$ cat config.mk
export PLATFORM = sky130hd
export DESIGN_NAME = wfrc_match_unit
export DESIGN_NICKNAME = d
export VERILOG_FILES = /design/src/hw/rtl/wfrc_pkg.sv /design/src/hw/rtl/wfrc_match_unit.sv
export SDC_FILE = /design/constraint.sdc
export NUM_CORES = 1
export LEC_CHECK = 0
export BUFFER_PORTS_ARGS = -buffer_cell sky130_fd_sc_hd__buf_4
export CAP_MARGIN = 0
export CELL_PAD_IN_SITES_DETAIL_PLACEMENT = 0
export CELL_PAD_IN_SITES_GLOBAL_PLACEMENT = 2
export CORE_MARGIN = 2
export CORE_UTILIZATION = 18
export DETAILED_ROUTE_END_ITERATION = 8
export PLACE_DENSITY_LB_ADDON = 0.12
export SETUP_SLACK_MARGIN = 0.15
export SYNTH_ARGS = -nofsm -noshare
export SYNTH_HDL_FRONTEND = slang
export SYNTH_SLANG_ARGS = --single-unit
$ cat constraint.sdc
create_clock -name vclk -period 2.95
set_input_delay 0.59 -clock vclk [all_inputs]
set_output_delay 0.59 -clock vclk [all_outputs]
set_load 0.01 [all_outputs]
$ cat src/hw/rtl/wfrc_pkg.sv
// Shared types and constants for the wildcard filtered record counter.
// Used by the record RAM, the match unit and the top level; no dependencies.
`default_nettype none

package wfrc_pkg;

  localparam int RECORD_DEPTH = 1024;
  localparam int ADDR_W       = (RECORD_DEPTH > 1) ? $clog2(RECORD_DEPTH) : 1;
  localparam int TOTAL_W      = $clog2(RECORD_DEPTH + 1);
  localparam int COUNT_W      = 11;
  localparam logic [COUNT_W-1:0] COUNT_MAX = {COUNT_W{1'b1}};

  localparam int S_TDATA_W = 32;
  localparam int M_TDATA_W = 16;

  typedef enum logic [1:0] {
    ACT_INSERT   = 2'd0,
    ACT_EQUAL    = 2'd1,
    ACT_AT_LEAST = 2'd2,
    ACT_AT_MOST  = 2'd3
  } action_t;

  typedef struct packed {
    logic [2:0]  key_first;
    logic [3:0]  key_second;
    logic [4:0]  key_third;
    logic [1:0]  key_fourth;
    logic [15:0] value;
  } record_t;

  localparam int RECORD_W = $bits(record_t);

  typedef struct packed {
    action_t action;
    record_t keys;
  } query_t;

endpackage

`default_nettype wire

$ cat src/hw/rtl/wfrc_match_unit.sv
// Shared compare unit: tests one stored record against the held query.
// Depends on wfrc_pkg for the record and query types.
`default_nettype none

module wfrc_match_unit (
  input  wire wfrc_pkg::record_t rec,
  input  wire wfrc_pkg::query_t  query,
  output logic                   hit
);

  logic keys_ok;
  logic value_ok;

  always_comb begin
    keys_ok = (query.keys.key_first  == '0 || query.keys.key_first  == rec.key_first)  &&
              (query.keys.key_second == '0 || query.keys.key_second == rec.key_second) &&
              (query.keys.key_third  == '0 || query.keys.key_third  == rec.key_third)  &&
              (query.keys.key_fourth == '0 || query.keys.key_fourth == rec.key_fourth);
    unique case (query.action)
      wfrc_pkg::ACT_EQUAL:    value_ok = (rec.value == query.keys.value);
      wfrc_pkg::ACT_AT_LEAST: value_ok = (rec.value >= query.keys.value);
      wfrc_pkg::ACT_AT_MOST:  value_ok = (rec.value <= query.keys.value);
      default:                value_ok = 1'b0;
    endcase
    hit = keys_ok && value_ok;
  end

endmodule

`default_nettype wire

Word level (Yosys, flattened, before mapping)
Index checks and enable logic that the tools add are counted.
{ "totals": {"inputBits": 62, "elab_cells": 23, "out_inout_bits": 1, "reg_bits": 0} }
{ "op_classes": {"mux": 1, "n_lt_le_gt_ge": 2, "n_eq_ne": 8, "reduce_logical": 12} }
{ "ops": {"columns": ["cell", "count"], "rows": [
  ["$eq 16x16->1", 1],
  ["$ge 16x16->1", 1],
  ["$le 16x16->1", 1],
  ["$eq 5x5->1", 1],
  ["$logic_not 5->1", 1],
  ["$eq 2x2->1 const B", 2],
  ["$eq 4x4->1", 1],
  ["$logic_and 1x1->1", 4],
  ["$logic_not 4->1", 1],
  ["$logic_or 1x1->1", 4],
  ["$eq 3x3->1", 1],
  ["$logic_not 3->1", 1],
  ["$pmux 1 s3", 1],
  ["$eq 2x1->1 const B", 1],
  ["$eq 2x2->1", 1],
  ["$logic_not 2->1", 1]
]} }

Depth between registers and ports, before layout
{ "depth": {"ltp_word": 6, "depth_mapped": 7, "mapped_depth_nobuf": 7} }

Least setup slack after synthesis
No wires, ideal clock.
{ "synth_path": {"path_kind": "input to output", "from": "input port query[15] in the netlist's numbering", "to": "output port hit", "setup_slack_ns": 0.094, "required_ns": 2.360, "n_path_buf": 0, "cell_stages": 7, "arrival_ns": 2.266, "cell_sequence": "inv_1 -> ha_1 -> nand4_1 -> or4_1 -> a21o_1 -> and4_4 -> o311a_1"} }
{ "synth_via": {"elab_chain_cells": 3, "elab_cells_between_ends": 5, "classes_between": "order compare: 2; eq/ne: 1; mux: 1; reduce/logical: 1"} }
{ "synth_rtl": {"columns": ["item", "line", "source"], "rows": [
  ["from (decl)", "wfrc_match_unit.sv:7", "input wire wfrc_pkg::query_t query,"],
  ["$le 16x16->1, or another cell as far along", "wfrc_match_unit.sv:22", "wfrc_pkg::ACT_AT_MOST: value_ok = (rec.value <= query.keys.value);"],
  ["$pmux 1 s3 (*)", "wfrc_match_unit.sv:19", "unique case (query.action)"],
  ["$logic_and 1x1->1 (*)", "wfrc_match_unit.sv:25", "hit = keys_ok && value_ok;"],
  ["to (decl)", "wfrc_match_unit.sv:8", "output logic hit"]
]} }
Every way passes the cells marked *; elsewhere a longest branch is shown, timed or not.

Worst setup path in the final report
{ "layout_path": {"from": "input port rec[8] in the netlist's numbering", "to": "output port hit"} }
{ "layout_via": {"elab_chain_cells": 3, "elab_cells_between_ends": 5, "classes_between": "order compare: 2; eq/ne: 1; mux: 1; reduce/logical: 1"} }
{ "layout_rtl": {"columns": ["item", "line", "source"], "rows": [
  ["from (decl)", "wfrc_match_unit.sv:6", "input wire wfrc_pkg::record_t rec,"],
  ["$le 16x16->1, or another cell as far along", "wfrc_match_unit.sv:22", null],
  ["$pmux 1 s3 (*)", "wfrc_match_unit.sv:19", null],
  ["$logic_and 1x1->1 (*)", "wfrc_match_unit.sv:25", null]
]} }
Marks and branches as above.

==> impl_metrics.toml <==
[run_status]
status = "complete, but fails checks"
violations = "negative setup slack"

[logic_synthesis]
synth.area.top_cells = "ha_1 30%, inv_1 11%, a21oi_1 6.7%, xnor2_1 6.6%, xor2_1 5.2%"
yosysTopAreaCell = "ha_1"
synth_top_area_frac = 0.300
syn_area_um2 = 668
ys.warnings.count = 0
synth.distinct_cells = 31
synth_nets = 175
syn_inst = 97
synth.avg_cell_area_um2 = 6.89
yosysSeqAreaShare = 0

[sta]
final-setup-viol-count = 1
fin_crit_sh = 1.02
fin_ws_ns = -0.0501
clock.fmax_mhz = 333
hold_viol_final = 0
rsz0062_at_grt = "true"
hold_ws_ns = 1.60
worst_pin_slew_ns = 0.331
slew_headroom = 0.777
slew_viol_final = 0
post-route-min-period_ns = 3.00
setup-tns-final_ns = -0.0501

[final_layout]
final_common_cell = "buf_4"
regArea_um2 = 0
nets = 243
area_delta_synth_final_pct = 89.9
seq_cell_count = 0
antenna_cells = 0
layout_common_cells = "65 x buf_4, 18 x inv_1, 13 x ha_1, 9 x a21oi_1"
n_clock_buffer = 0
drive_above_1_share = 0.466
fillers = 397
stdcell_area_mm2 = 0.00127

[global_routing]
antenna_found_initial = 0
grt_start_max_net_pins = 6
grt_pass1_vias = 876
grt-ovfl-total = 0
grt_first_pass_wirelength_um = 3370
grt_usage = 0.0924

[routing]
wl_per_cell_um = 9.42
totalWireLength_um = 1990
drcViolationCount = 0
dr.pass1.iters = 2
drtAntennaViolNets = 0
drt-initial-drc-count = 9
vias = 903
via_per_inst = 4.28

[floorplanning]
core_mm2 = 0.00361
dieHeight_um = 64.9
rows = 22
pin_count = 63
start_util = 0.185
dieArea_mm2 = 0.00422
fp.dieW_um = 64.9

[clock_network]
cts_hold_buf = 0

[min_path]
worstHoldStart = "query[22]"
hp-class = "in -> out"

[critical_path]
worstSetupEndpointType = "primary output"
crit_type = "in -> out"
cp-start-kind = "input port"
arrival_ns = 2.41
cp-startpoint = "rec[8]"
crit_fanout = 2
required_ns = 2.36

[placed_design]
gp_congestion = 0.717
placed_area_mm2 = 0.00122
port_buffers = 63
dp_hpwl_um = 1820

[power_and_ir_drop]
ir_worst_vdd_uv = 31.9
p_per_area_mw_per_mm2 = 118
p_leak_uw = 0.000663

[job]
drv_cap = 0
[kinds of logic (layout without fill, tap and decap cells)]
group / Yosys count / in the layout / synth area share
xor+xnor: 9 / 9 / 0.118
simple gates: 27 / 27 / 0.230
fa+ha+maj: 16 / 16 / 0.300
compound gates: 25 / 25 / 0.240
buf+inv: 20 / 86 / 0.112
[final timing paths]
check / end / depth (start not counted)
min: hit / 4
max: hit / 8
[power breakdown]
part           total (µW)  leakage (µW)  internal [µW]  switching [µW]
clock                   0             0              0               0
sequential              0             0              0               0
combinational         150      0.000663           94.3            56.0
[timing repair]
| item | 4_1_cts | 5_1_grt |
|---|---|---|
| setup buffers | 0 | 0 |
| gates resized for setup | 7 | 0 |
| endpoints found under the setup margin | 1 | 1 |
[metrics by stage]
| step | utilization | instances | setup WS, ns | power (µW) |
|---|---|---|---|---|
| final | 0.352 | 211 | -0.0501 | 150 |
| after global routing | 0.352 | 211 | -0.131 | 171 |
| after CTS | 0.352 | 211 | -0.0609 | 152 |
| after detailed placement | 0.339 | 211 | -0.100 | 145 |
| after global placement | 0.339 | 211 | -0.0530 | 145 |
| after floorplan | - | 97 | 0.178 | 58.6 |
[metal layers]
metal  track usage  routed length [µm]
met5             0                   0
met4             0                   0
met3        0.0104                 151
met2         0.183                 960
met1         0.111                 875
[area by class of cell]
cell class | instances | area, µm² | share of cell area
multi-input combinational | 77 | 634 | 0.500
timing repair buffer | 66 | 499 | 0.393
inverter | 20 | 75.1 | 0.0592
tap | 48 | 60.1 | 0.0473
[critical path, stage by stage]
cell and delay, ns:
buf_4 0.11, ha_1 0.26, nand4_1 0.13, or4_4 0.54, a21o_1 0.18, and4_4 0.17
o311a_1 0.30, buf_6 0.13
[synth_stat cells, types with 3 or more instances]
cell,instances
a21oi_1,9
ha_1,16
inv_1,20
nand2_1,5
nand3_1,3
nand4_1,3
nor2_1,4
nor4_1,3
o21ai_0,5
xnor2_1,5
xor2_1,4
Note: power is estimated with default switching activity, not from simulation.
